**src/hw/rtl/varispeed_resampler_with_static_top_assert.svh**
```systemverilog
// assertion macros shared by the resampler modules
`ifndef VARISPEED_RESAMPLER_WITH_STATIC_TOP_ASSERT_SVH
`define VARISPEED_RESAMPLER_WITH_STATIC_TOP_ASSERT_SVH

// same-cycle implication, disabled in reset
`define VRS_ASSERT_IMP(lbl, cond, prop, msg) \
  lbl: assert property (@(posedge clk) disable iff (rst) (cond) |-> (prop)) else $error(msg);

// next-cycle implication, disabled in reset
`define VRS_ASSERT_NXT(lbl, cond, prop, msg) \
  lbl: assert property (@(posedge clk) disable iff (rst) (cond) |=> (prop)) else $error(msg);

`endif

```
**src/hw/rtl/vrs_pkg.sv**
```systemverilog
// shared types and constants of the varispeed resampler
`default_nettype none
package vrs_pkg;

  localparam int ONE_Q16   = 65536;
  localparam int STEP_MAX  = 524288;
  localparam int MAX_OUT   = 12;
  localparam int LP_COEF   = 13107;
  localparam int ADDR_BITS = 4;

  localparam logic [31:0] LCG_MUL = 32'd1664525;
  localparam logic [31:0] LCG_ADD = 32'd1013904223;

  localparam logic [1:0] MODE_SAMPLE = 2'd0;
  localparam logic [1:0] MODE_RETUNE = 2'd1;
  localparam logic [1:0] MODE_DEAD   = 2'd2;
  localparam logic [1:0] MODE_UNUSED = 2'd3;

  localparam logic [1:0] REG_STEP   = 2'd0;
  localparam logic [1:0] REG_AMOUNT = 2'd1;
  localparam logic [1:0] REG_DECAY  = 2'd2;
  localparam logic [1:0] REG_LEVEL  = 2'd3;

  typedef enum logic [1:0] {
    CMD_SAMPLE,
    CMD_RETUNE,
    CMD_DEAD
  } cmd_t;

  typedef struct packed {
    logic valid;
    cmd_t cmd;
  } qhead_t;

  typedef struct packed {
    logic [19:0] step;
    logic [16:0] amount;
    logic [16:0] decay;
    logic [16:0] level;
  } cfg_t;

endpackage
`default_nettype wire

```
**src/hw/rtl/vrs_cfg.sv**
```systemverilog
// configuration register file on the apb-style port, with knob clamping
`default_nettype none
module vrs_cfg
  import vrs_pkg::*;
(
  input  logic                 clk,
  input  logic                 rst,
  input  logic                 psel,
  input  logic                 penable,
  input  logic                 pwrite,
  input  logic [ADDR_BITS-1:0] paddr,
  input  logic [31:0]          pwdata,
  output logic [31:0]          prdata,
  output logic                 pready,
  output cfg_t                 cfg
);

  logic [19:0] step;
  logic [16:0] amount;
  logic [16:0] decay;
  logic [16:0] level;
  logic        wr_en;

  assign pready = 1'b1;
  assign wr_en  = psel && penable && pwrite && pready;

  always_ff @(posedge clk) begin
    if (rst) begin
      step   <= 20'd65536;
      amount <= 17'd0;
      decay  <= 17'd4;
      level  <= 17'd32768;
    end else if (wr_en) begin
      unique case (paddr[3:2])
        REG_STEP:   step   <= pwdata[19:0];
        REG_AMOUNT: amount <= pwdata[16:0];
        REG_DECAY:  decay  <= pwdata[16:0];
        REG_LEVEL:  level  <= pwdata[16:0];
      endcase
    end
  end

  always_comb begin
    unique case (paddr[3:2])
      REG_STEP:   prdata = {12'd0, step};
      REG_AMOUNT: prdata = {15'd0, amount};
      REG_DECAY:  prdata = {15'd0, decay};
      REG_LEVEL:  prdata = {15'd0, level};
    endcase
  end

  always_comb begin
    cfg.step   = (step > 20'(STEP_MAX)) ? 20'(STEP_MAX) : step;
    cfg.amount = (amount > 17'(ONE_Q16)) ? 17'(ONE_Q16) : amount;
    cfg.decay  = (decay > 17'(ONE_Q16)) ? 17'(ONE_Q16) : decay;
    cfg.level  = (level > 17'(ONE_Q16)) ? 17'(ONE_Q16) : level;
  end

endmodule
`default_nettype wire

```
**src/hw/rtl/vrs_front.sv**
```systemverilog
// front end: accepts requests, decodes the mode and queues commands
`default_nettype none
module vrs_front
  import vrs_pkg::*;
#(
  parameter int SAMPLE_BITS = 16
) (
  input  logic                          clk,
  input  logic                          rst,
  input  logic                          in_valid,
  output logic                          in_ready,
  input  logic [1:0]                    mode,
  input  logic signed [SAMPLE_BITS-1:0] sample_in,
  output qhead_t                        head,
  output logic signed [SAMPLE_BITS-1:0] head_sample,
  input  logic                          pop
);

  cmd_t                          cmd_mem [2];
  logic signed [SAMPLE_BITS-1:0] smp_mem [2];
  logic                          wr_ptr;
  logic                          rd_ptr;
  logic [1:0]                    count;
  logic                          push;
  cmd_t                          cmd_dec;
  logic                          keep;

  always_comb begin
    cmd_dec = CMD_SAMPLE;
    keep    = 1'b1;
    unique case (mode)
      MODE_SAMPLE: cmd_dec = CMD_SAMPLE;
      MODE_RETUNE: cmd_dec = CMD_RETUNE;
      MODE_DEAD:   cmd_dec = CMD_DEAD;
      MODE_UNUSED: keep    = 1'b0;
    endcase
  end

  assign in_ready    = (count != 2'd2);
  assign push        = in_valid && in_ready && keep;
  assign head.valid  = (count != 2'd0);
  assign head.cmd    = cmd_mem[rd_ptr];
  assign head_sample = smp_mem[rd_ptr];

  always_ff @(posedge clk) begin
    if (push) begin
      cmd_mem[wr_ptr] <= cmd_dec;
      smp_mem[wr_ptr] <= sample_in;
    end
  end

  always_ff @(posedge clk) begin
    if (rst) begin
      wr_ptr <= 1'b0;
      rd_ptr <= 1'b0;
      count  <= 2'd0;
    end else begin
      if (push) wr_ptr <= ~wr_ptr;
      if (pop) rd_ptr <= ~rd_ptr;
      if (push && !pop) count <= count + 2'd1;
      else if (pop && !push) count <= count - 2'd1;
    end
  end

`include "varispeed_resampler_with_static_top_assert.svh"

  `VRS_ASSERT_IMP(a_count_bound, 1'b1, count <= 2'd2, "queue count out of range")
  `VRS_ASSERT_NXT(a_push_shows, push && !pop, head.valid, "pushed entry not visible")
  `VRS_ASSERT_NXT(a_pop_empties, pop && !push && count == 2'd1, !head.valid, "queue not empty")

endmodule
`default_nettype wire

```
**src/hw/rtl/vrs_back.sv**
```systemverilog
// back end: resampling, noise filter and static mix sequencer with output register
`default_nettype none
module vrs_back
  import vrs_pkg::*;
#(
  parameter int SAMPLE_BITS = 16
) (
  input  logic                          clk,
  input  logic                          rst,
  input  cfg_t                          cfg,
  input  qhead_t                        head,
  input  logic signed [SAMPLE_BITS-1:0] head_sample,
  output logic                          pop,
  output logic                          out_valid,
  input  logic                          out_ready,
  output logic signed [SAMPLE_BITS-1:0] sample_out,
  output logic                          last
);

  localparam int SB = SAMPLE_BITS;

  typedef enum logic [2:0] {
    S_IDLE, S_LCG, S_FILT1, S_FILT2, S_NOISE, S_MIX1, S_MIX2, S_OUT
  } state_t;

  typedef enum logic [1:0] {
    PRIME_NONE, PRIME_ONE, PRIME_RUN
  } prime_t;

  localparam logic signed [15:0] LP_C = 16'(LP_COEF);

  state_t               state;
  prime_t               prime;
  logic signed [SB-1:0] cur;
  logic signed [SB-1:0] nxt;
  logic [19:0]          phase;
  logic [16:0]          burst;
  logic [31:0]          seed;
  logic signed [SB-1:0] filt;
  logic [3:0]           count;
  logic                 dead;

  logic signed [SB+17:0] st_prod;
  logic signed [SB-1:0]  station;
  logic [16:0]           share;
  logic signed [SB+16:0] lp_prod;
  logic signed [SB+17:0] noise_prod;
  logic signed [SB-1:0]  noise;
  logic signed [SB+17:0] prod_a;
  logic signed [SB+17:0] prod_b;
  logic [16:0]           mix_w;

  logic signed [SB:0]    st_diff;
  logic signed [SB-1:0]  white;
  logic signed [SB:0]    lp_diff;
  logic signed [SB+1:0]  station_sum;
  logic signed [SB+2:0]  filt_sum;
  logic signed [SB+18:0] mix_sum;
  logic signed [SB-1:0]  mix_sat;
  logic [33:0]           share_prod;
  logic [16:0]           one_minus;
  logic [19:0]           phase_dec;
  logic [20:0]           phase_inc;
  logic                  is_last;
  logic                  load;

  function automatic logic signed [SB-1:0] sat(input logic signed [SB+2:0] v);
    logic signed [SB+2:0] hi;
    logic signed [SB+2:0] lo;
    hi = $signed({4'b0000, {(SB-1){1'b1}}});
    lo = $signed({4'b1111, {(SB-1){1'b0}}});
    if (v > hi) sat = hi[SB-1:0];
    else if (v < lo) sat = lo[SB-1:0];
    else sat = v[SB-1:0];
  endfunction

  always_comb begin
    st_diff     = {nxt[SB-1], nxt} - {cur[SB-1], cur};
    white       = $signed(seed[31 -: SB]);
    lp_diff     = {white[SB-1], white} - {filt[SB-1], filt};
    station_sum = {{2{cur[SB-1]}}, cur} + $signed(st_prod[SB+17:16]);
    filt_sum    = {{3{filt[SB-1]}}, filt} + {{2{lp_prod[SB+16]}}, lp_prod[SB+16:16]};
    mix_sum     = {prod_a[SB+17], prod_a} + {prod_b[SB+17], prod_b};
    mix_sat     = sat(mix_sum[SB+18:16]);
    share_prod  = {17'd0, cfg.amount} * {17'd0, burst};
    one_minus   = 17'(ONE_Q16) - share;
    phase_dec   = (phase >= 20'(ONE_Q16)) ? (phase - 20'(ONE_Q16)) : 20'd0;
    phase_inc   = {1'b0, phase} + {1'b0, cfg.step};
    is_last     = dead || (phase_inc >= 21'(ONE_Q16)) || (count == 4'(MAX_OUT - 1));
    load        = !out_valid || out_ready;
  end

  assign pop = (state == S_IDLE) && head.valid;

  always_ff @(posedge clk) begin
    if (rst) begin
      state     <= S_IDLE;
      prime     <= PRIME_NONE;
      cur       <= '0;
      nxt       <= '0;
      phase     <= '0;
      burst     <= '0;
      seed      <= '0;
      filt      <= '0;
      count     <= '0;
      dead      <= 1'b0;
      out_valid <= 1'b0;
    end else begin
      if (out_valid && out_ready && !(state == S_OUT && load)) out_valid <= 1'b0;
      unique case (state)
        S_IDLE: begin
          if (head.valid) begin
            unique case (head.cmd)
              CMD_RETUNE: begin
                prime <= PRIME_NONE;
                burst <= 17'(ONE_Q16);
              end
              CMD_DEAD: begin
                prime <= PRIME_NONE;
                dead  <= 1'b1;
                state <= S_LCG;
              end
              CMD_SAMPLE: begin
                unique case (prime)
                  PRIME_NONE: begin
                    cur   <= head_sample;
                    prime <= PRIME_ONE;
                  end
                  PRIME_ONE: begin
                    nxt   <= head_sample;
                    phase <= '0;
                    prime <= PRIME_RUN;
                    dead  <= 1'b0;
                    count <= '0;
                    state <= S_LCG;
                  end
                  PRIME_RUN: begin
                    cur   <= nxt;
                    nxt   <= head_sample;
                    phase <= phase_dec;
                    dead  <= 1'b0;
                    count <= '0;
                    if (phase_dec < 20'(ONE_Q16)) state <= S_LCG;
                  end
                  default: prime <= PRIME_NONE;
                endcase
              end
              default: state <= S_IDLE;
            endcase
          end
        end
        S_LCG: begin
          seed    <= seed * LCG_MUL + LCG_ADD;
          st_prod <= st_diff * $signed({1'b0, phase[15:0]});
          share   <= share_prod[32:16];
          state   <= S_FILT1;
        end
        S_FILT1: begin
          lp_prod <= lp_diff * LP_C;
          station <= station_sum[SB-1:0];
          state   <= S_FILT2;
        end
        S_FILT2: begin
          filt  <= sat(filt_sum);
          state <= S_NOISE;
        end
        S_NOISE: begin
          noise_prod <= filt * $signed({1'b0, cfg.level});
          state      <= S_MIX1;
        end
        S_MIX1: begin
          noise <= noise_prod[SB+15:16];
          if (dead) begin
            prod_a <= '0;
            mix_w  <= cfg.amount;
          end else begin
            prod_a <= station * $signed({1'b0, one_minus});
            mix_w  <= share;
          end
          state <= S_MIX2;
        end
        S_MIX2: begin
          prod_b <= noise * $signed({1'b0, mix_w});
          state  <= S_OUT;
        end
        S_OUT: begin
          if (load) begin
            out_valid  <= 1'b1;
            sample_out <= mix_sat;
            last       <= is_last;
            if (dead) begin
              state <= S_IDLE;
            end else begin
              if (burst != 17'd0) burst <= (burst > cfg.decay) ? (burst - cfg.decay) : 17'd0;
              phase <= phase_inc[19:0];
              count <= count + 4'd1;
              state <= is_last ? S_IDLE : S_LCG;
            end
          end
        end
      endcase
    end
  end

`include "varispeed_resampler_with_static_top_assert.svh"

  `VRS_ASSERT_IMP(a_loop_phase, state == S_LCG && !dead, phase < 20'(ONE_Q16),
                  "phase not below one")
  `VRS_ASSERT_IMP(a_count_cap, state != S_IDLE && !dead, count <= 4'(MAX_OUT - 1),
                  "output cap overrun")
  `VRS_ASSERT_IMP(a_run_primed, state == S_LCG && !dead, prime == PRIME_RUN, "loop while unprimed")
  `VRS_ASSERT_NXT(a_dead_single, state == S_OUT && load && dead, state == S_IDLE,
                  "dead air gave more than one result")
  `VRS_ASSERT_NXT(a_load_only_out, state != S_OUT && !out_valid, !out_valid,
                  "result loaded outside output step")

endmodule
`default_nettype wire

```
**src/hw/rtl/varispeed_resampler_with_static_top.sv**
```systemverilog
// a sample or dead-air request runs S_LCG, S_FILT1, S_FILT2, S_NOISE, S_MIX1, S_MIX2 and
//   S_OUT for each result it yields; retune and priming requests are handled in S_IDLE alone,
//   and the back end pops no new request until it is back in S_IDLE
// a 2-entry command queue lets requests be taken while the back end works or is stalled
// reset: synchronous active-high rst restores register defaults and clears the queue and sequencer state
// top level of the varispeed resampler with tuned static
`default_nettype none
module varispeed_resampler_with_static_top
  import vrs_pkg::*;
#(
  parameter int SAMPLE_BITS = 16
) (
  input  logic                          clk,
  input  logic                          rst,
  input  logic                          psel,
  input  logic                          penable,
  input  logic                          pwrite,
  input  logic [ADDR_BITS-1:0]          paddr,
  input  logic [31:0]                   pwdata,
  output logic [31:0]                   prdata,
  output logic                          pready,
  input  logic                          in_valid,
  output logic                          in_ready,
  input  logic [1:0]                    mode,
  input  logic signed [SAMPLE_BITS-1:0] sample_in,
  output logic                          out_valid,
  input  logic                          out_ready,
  output logic signed [SAMPLE_BITS-1:0] sample_out,
  output logic                          last
);

  cfg_t                          cfg;
  qhead_t                        head;
  logic signed [SAMPLE_BITS-1:0] head_sample;
  logic                          pop;

  vrs_cfg u_cfg (
    .clk     (clk),
    .rst     (rst),
    .psel    (psel),
    .penable (penable),
    .pwrite  (pwrite),
    .paddr   (paddr),
    .pwdata  (pwdata),
    .prdata  (prdata),
    .pready  (pready),
    .cfg     (cfg)
  );

  vrs_front #(.SAMPLE_BITS(SAMPLE_BITS)) u_front (
    .clk         (clk),
    .rst         (rst),
    .in_valid    (in_valid),
    .in_ready    (in_ready),
    .mode        (mode),
    .sample_in   (sample_in),
    .head        (head),
    .head_sample (head_sample),
    .pop         (pop)
  );

  vrs_back #(.SAMPLE_BITS(SAMPLE_BITS)) u_back (
    .clk         (clk),
    .rst         (rst),
    .cfg         (cfg),
    .head        (head),
    .head_sample (head_sample),
    .pop         (pop),
    .out_valid   (out_valid),
    .out_ready   (out_ready),
    .sample_out  (sample_out),
    .last        (last)
  );

endmodule
`default_nettype wire

```
**config.mk**
```make
export PLATFORM = sky130hd
export DESIGN_NAME = varispeed_resampler_with_static_top
export DESIGN_NICKNAME = d
export VERILOG_FILES = /design/src/hw/rtl/vrs_pkg.sv /design/src/hw/rtl/vrs_cfg.sv /design/src/hw/rtl/vrs_front.sv /design/src/hw/rtl/vrs_back.sv /design/src/hw/rtl/varispeed_resampler_with_static_top.sv
export VERILOG_INCLUDE_DIRS = /design/src /design/src/hw/rtl
export SDC_FILE = /design/constraint.sdc
export NUM_CORES = 2
export LEC_CHECK = 0
export BUFFER_PORTS_ARGS = -buffer_cell sky130_fd_sc_hd__buf_2
export CORE_MARGIN = 2
export CORE_UTILIZATION = 30
export CTS_CLUSTER_SIZE = 24
export DETAILED_ROUTE_END_ITERATION = 16
export HOLD_SLACK_MARGIN = 0.03
export PLACE_DENSITY_LB_ADDON = 0.08
export SKIP_CTS_REPAIR_TIMING = 1
export SYNTH_ARGS = -nofsm -noshare
export SYNTH_HDL_FRONTEND = slang
export SYNTH_SLANG_ARGS = --single-unit
```
**constraint.sdc**
```tcl
create_clock -name clk -period 8.4 [get_ports clk]
set_clock_uncertainty 0.2 [all_clocks]
set_input_delay 0.84 -clock clk [delete_from_list [all_inputs] [get_ports clk]]
set_output_delay 0.84 -clock clk [all_outputs]
set_load 0.03 [all_outputs]
```
# == After elaboration in Yosys (flattened, before gate mapping) ==
# Memory sizes are Yosys's and may differ from the RTL's. A register that Yosys moved wholly into a read port is not among the register bits.
# Cells that the tools add are included.
# op_classes
addsub,13
multipliers,7
div_mod_pow,0
order_cmp,12
n_eq_ne,32
n_shift,0
muxes,55
bitwise_logic,3
n_reduce_logical,48
# ops
cell,n
$mux 17,10
$pmux 32 s4,1
$mux 20,6
$pmux 20 s2,2
$mul 16x18->34,2
$gt 17x17->1 const B,3
$mux 16,3
$gt 19x16->1 const B,2
$lt 19x16->1 const B,2
$add 34x34->35,1
$pmux 17 s2,1
$sub 16x16->17,2
$mul 17x17->33,1
$add 32x30->32 const B,1
$mul 16x18->32,1
$mul 17x15->32 const B,1
$mul 17x17->32,1
$mul 32x21->32 const B,1
$pmux 16 s2,1
$pmux 3 s8,1
$add 20x20->21,1
$ge 21x17->1 const B,1
$ge 20x17->1 const B,1
$gt 20x20->1 const B,1
44 further kinds,123
# word_totals
register_bits,450
latchBits,0
mem_bits_rw,36
rom_bits,0
input_bits,61
out_inout_bits,52
mem_count,2
# memory_table
memory,depth,word_bits,read_ports,rd_clocked_by_memory_dff,write_ports,line_no,rtl
u_front.smp_mem,2,16,1,1,1,vrs_front.sv:20,logic signed [SAMPLE_BITS-1:0] smp_mem [2];
u_front.cmd_mem,2,2,1,1,1,vrs_front.sv:19,cmd_t cmd_mem [2];

# == Longest topological paths before layout ==
# depth
word_depth,10
ltp_mapped,36
mapped_depth_nobuf,35

# == Modules after synthesis ==
# A second synthesis with hierarchy kept.
# unflattened
cells_unflattened,8756
area_unflattened_um2,80470.9
# modules_own_cells
module,n_inst,cells_each,area_each_um2,seq_area_each_um2
vrs_back,1,8237,74888.1,8538.2
vrs_cfg,1,436,4031.4,1421.4
vrs_front,1,83,1551.5,1181.1

# == Worst setup path after synthesis ==
# No wires, ideal clock.
# synth_path
kind,flip-flop to flip-flop
start,reg u_back.filt[5]
end,reg u_back.lp_prod[31] (netlist name)
setup_ns,0.258
arrival_time_ns,8.480
required_time_ns,7.942
setup_slack_ns,-0.538
path_stages_with_launch,33
n_path_buf,2
synth_period_minus_slack_ns,8.938
cell_sequence,dfxtp_1 clkbuf_1 inv_1 ha_1 or2_2 a21o_1 o2111ai_4 a311oi_1 or2_4 o21ai_0 clkbuf_1 ha_1 inv_1 fa_1 inv_1 ha_1 inv_1 fa_1 inv_1 fa_1 inv_1 fa_1 inv_1 ha_1 a211o_1 o32a_1 a31oi_1 a211oi_1 o21a_1 o2111ai_1 a31oi_1 a21oi_1 xnor2_1
# synth_via
elab_chain_cells,2
# synth_lines
item,line_no,rtl
"start, declared",vrs_back.sv:39,logic signed [SB-1:0] filt;
"start signal, assigned",vrs_back.sv:164,filt <= sat(filt_sum);
$sub 16x16->17,vrs_back.sv:80,"lp_diff = {white[SB-1], white} - {filt[SB-1], filt};"
$mul 17x15->32,vrs_back.sv:159,lp_prod <= lp_diff * LP_C;
# Every way passes these cells.
# A chain may end at the register's enable or synchronous reset.

# == Worst setup path after layout ==
# layout_path
start,reg u_back.nxt[0]
end,reg u_back.st_prod[30] (data pin)
# layout_via
elab_chain_cells,2
# layout_lines
item,line_no,rtl
"start, declared",vrs_back.sv:35,logic signed [SB-1:0] nxt;
"start signal, assigned",vrs_back.sv:130,nxt <= head_sample;
"start signal, assigned",vrs_back.sv:139,nxt <= head_sample;
$sub 16x16->17,vrs_back.sv:78,"st_diff = {nxt[SB-1], nxt} - {cur[SB-1], cur};"
$mul 17x17->32,vrs_back.sv:154,"st_prod <= st_diff * $signed({1'b0, phase[15:0]});"
"end signal, assigned",vrs_back.sv:154,
"end, declared",vrs_back.sv:43,logic signed [SB+17:0] st_prod;
# Every way passes these cells.

==> metrics.log <==
[metrics] Relative slew margins: 9.48%
[metrics] DIE WIDTH: 520 µm
[metrics] Final Setup Violations: 0
[metrics] Initial Utilization: between 30% and 40%
[metrics] final worst-path cycle share: 99.0%
[metrics] Num CTS Buffers: 61
[metrics] Mapped Cells: between 8000 and 9000
[metrics] total count of max-transition violations in the final report: 0
[metrics] fraction of synthesized cell area taken by the top area cell type: 33.5%
[metrics] Setup Slack @ Placement: -612 ps
[metrics] final hold viol count: 0
[metrics] antenna violations before repair: 34
[metrics] Site Rows: between 150 and 200
[metrics] maximum buffer depth of the clock tree: 3
[metrics] overall fraction of global-route tracks in use: 18.2%
[metrics] transition at the pin with the smallest max-transition slack: 1360 ps
[metrics] I/O Pins: between 100 and 150
[metrics] routability congestion estimate from global placement: roughly 0.86
[metrics] highest net fanout along the worst path: 5
[metrics] slack of the critical path: about 85 ps
[metrics] detailed-route via count: 58200
[metrics] total area of sequential cells: 11200 µm²
[metrics] mean cell area of the mapped netlist: a little over 9 µm²
[metrics] crit start category: register
[metrics] Yosys warnings: 0
[metrics] total of fill cells in the finished design: 27600
[metrics] level count of the clock H-tree: 2
[metrics] Max Clock Freq: 0.120 GHz
[metrics] category of the worst setup path capture point: register
[metrics] clock insertion delay at the later pin of the skew report: 740 ps
[metrics] height of the chip: between 500 and 600 µm
[metrics] cell with the most instances after synthesis: sky130_fd_sc_hd__inv_1
[metrics] endpoint required time on the critical path: between 8000 and 9000 ps
[metrics] drt first pass iters: 5
[metrics] via count of the first global-routing pass: 63000
[metrics] post-synthesis instance area: 79900 µm²
[metrics] pin count of the biggest net entering global routing: 74
[metrics] half-perimeter wire length after detailed placement: between 200 and 250 mm
[metrics] synth top area cells: sky130_fd_sc_hd__fa_1 (33%), sky130_fd_sc_hd__ha_1 (15%), sky130_fd_sc_hd__edfxtp_1 (8.8%)
[metrics] final routed wire length divided by cell count: 19.5 µm
[metrics] residual antenna-violating net count after detailed routing: 0
[metrics] result of the run: finished clean
[metrics] synth unique cells: 86
[metrics] TritonCTS clock tree: yes
[metrics] Initial DRC Count: 2695
[metrics] total cell area at the placement stage: around 87000 µm²
[metrics] register clock-pin slew on the reported worst setup and hold paths: 60 ps
[metrics] non-filler instance count after layout: ~13000
[metrics] sequential element share of the synthesized area: about 14%
[metrics] final instance area: 89600 µm²
[metrics] async set-reset flop share out of synthesis: 0%
[metrics] setup repair after global routing missed its margin: true
[metrics] CTS root buffer: sky130_fd_sc_hd__clkbuf_16
[metrics] Setup Crit Path Kind: register to register
[metrics] count of port buffers added during placement: 85
[metrics] area of the die: 271000 µm²
[metrics] Total Routed Length: between 200 and 250 mm
[metrics] growth of design area from synthesis to finish: 12.1%
[metrics] count of clock tree sinks: approximately 440
[metrics] biggest area consumer among synthesized cells: sky130_fd_sc_hd__fa_1
[metrics] library cell contributing the largest single delay on the critical path: sky130_fd_sc_hd__fa_1
[metrics] count of flip-flops with a built-in enable after synthesis: 235
[metrics] Remaining Overflow, GRT: 0
[metrics] post-synthesis sequential element count: 439
[metrics] Core Region: between 200000 and 300000 µm²
[metrics] Placed Cells: 12400
[metrics] path class of the lowest-slack min-delay path: primary input to register
[metrics] clock period minus worst slack: 8310 ps
[metrics] Crit path largest cell delay: approximately 550 ps
[metrics] ranking of synthesized cells by instance count: sky130_fd_sc_hd__inv_1 (1829), sky130_fd_sc_hd__fa_1 (1337), sky130_fd_sc_hd__nand2_1 (972), sky130_fd_sc_hd__ha_1 (931), sky130_fd_sc_hd__and2_1 (517)
[metrics] number of remaining DRC errors: 0
[metrics] Max Cap Violations: 0
[metrics] fraction of final layout cells with drive strength greater than 1: approximately 9%
[metrics] Final nets: between 10000 and 15000
[metrics] first-pass GRT wire length: 381 mm
[metrics] area taken by multi-input logic gates: 61100 µm²
[metrics] number of vias per cell after detailed routing: 4.63
[metrics] Worst EP arrival: 8580 ps
[metrics] top flip-flop cell by instance count after synthesis: sky130_fd_sc_hd__edfxtp_1
-- worst max-delay path, delay by kind of cell, from the launching register on --
family | cells | cell delay, ps
simple gates | 4 | 550
fa+ha+maj | 9 | 3650
compound gates | 12 | 2370
xor+xnor | 1 | 80
flops | 1 | 330
buf+inv | 10 | 870
-- layout by cell type, fill, tap and decap left out, types with 22 or more instances in the layout --
master | netlist | layout
sky130_fd_sc_hd__xnor2_1 | 229 | 222
sky130_fd_sc_hd__a21o_1 | 83 | 83
sky130_fd_sc_hd__nor4_1 | 37 | 29
sky130_fd_sc_hd__nand2b_1 | 79 | 79
sky130_fd_sc_hd__o311ai_0 | 22 | 22
sky130_fd_sc_hd__nor2b_1 | 91 | 89
sky130_fd_sc_hd__nand3_1 | 80 | 79
sky130_fd_sc_hd__o21a_1 | 40 | 40
sky130_fd_sc_hd__buf_4 | 13 | 438
sky130_fd_sc_hd__fa_1 | 1337 | 1332
sky130_fd_sc_hd__xor2_1 | 87 | 85
sky130_fd_sc_hd__nand4_1 | 31 | 31
sky130_fd_sc_hd__buf_2 | 4 | 84
sky130_fd_sc_hd__a21oi_1 | 307 | 298
sky130_fd_sc_hd__nor2_1 | 367 | 362
sky130_fd_sc_hd__nand2_1 | 972 | 971
sky130_fd_sc_hd__inv_1 | 1829 | 1824
sky130_fd_sc_hd__or3_1 | 25 | 25
sky130_fd_sc_hd__nor3_1 | 84 | 78
sky130_fd_sc_hd__dfxtp_1 | 204 | 198
sky130_fd_sc_hd__a22o_1 | 24 | 24
sky130_fd_sc_hd__a211oi_1 | 78 | 74
sky130_fd_sc_hd__clkbuf_16 | 0 | 65
sky130_fd_sc_hd__and3_1 | 183 | 182
sky130_fd_sc_hd__ha_1 | 931 | 923
sky130_fd_sc_hd__edfxtp_1 | 235 | 235
sky130_fd_sc_hd__a31oi_1 | 32 | 27
sky130_fd_sc_hd__mux2i_1 | 28 | 28
sky130_fd_sc_hd__and2_1 | 517 | 509
sky130_fd_sc_hd__o21ai_0 | 129 | 117
-- flip-flops by register name, summed over array words and instances, names as in the netlist, 20 cells and up, named ones only --
register,count
u_back.prod_b,34
u_cfg.step,20
u_front.smp_mem,32
u_back.phase,20
u_back.prod_a,34
u_back.seed,32
-- kinds of logic (layout without fill, tap and decap cells) --
group | Yosys count | after routing | synth area share (%)
simple gates | 2537 | 2537 | 15.5
fa+ha+maj | 2282 | 2282 | 48.2
buf+inv | 2208 | 2482 | 10.4
compound gates | 894 | 894 | 7.29
flops | 439 | 439 | 13.9
xor+xnor | 316 | 316 | 3.46
mux | 65 | 65 | 1.11
other cells | 2 | 31 | 0.00939
-- path summary, 6_finish.rpt --
path                                                       from                                to  slack [ps]  depth (start not counted)
worst max-delay path                 u_back.nxt[0]$_SDFFE_PP0P_      u_back.st_prod[30]$_DFFE_PP_          90                         36
worst min-delay path                              sample_in[14]  u_front.smp_mem[0][14]$_DFFE_PP_         110                          1
worst max register to register       u_back.nxt[0]$_SDFFE_PP0P_      u_back.st_prod[30]$_DFFE_PP_          90                         36
worst min register to register  u_back.noise_prod[24]$_DFFE_PP_         u_back.noise[8]$_DFFE_PP_         220                          0
-- final cells by class --
| cell class | count | share of cell area [%] |
|---|---|---|
| Multi-Input combinational cell | 6107 | 68.2 |
| Clock inverter | 35 | 0.338 |
| Inverter | 1831 | 7.67 |
| Antenna cell | 18 | 0.0503 |
| Tap cell | 3533 | 4.93 |
| Sequential cell | 439 | 12.4 |
| Timing Repair Buffer | 538 | 4.42 |
| Clock buffer | 78 | 1.94 |
-- routing by layer --
| layer | track usage [%] | wire [µm] | part of all wire, % |
|---|---|---|---|
| met2 | 30.1 | 114000 | 46 |
| met5 | 0 | 110 | 0.045 |
| met1 | 25.3 | 116000 | 47 |
| met4 | 2.82 | 3510 | 1.4 |
| met3 | 3.03 | 11900 | 4.9 |
-- stage by stage --
step / util, % / hold slack, ps / TNS, ps
after floorplan: - / 200 / 0
after global placement: 32.7 / 205 / -3140
after detailed placement: 32.7 / 205 / -3690
after CTS: 33.5 / 48.1 / -4530
after global routing: 33.8 / 67.6 / -788
final: 33.8 / 113 / 0
Power is not shown: default switching activity piles up to over one toggle a cycle in this logic, so the estimate is an artifact.
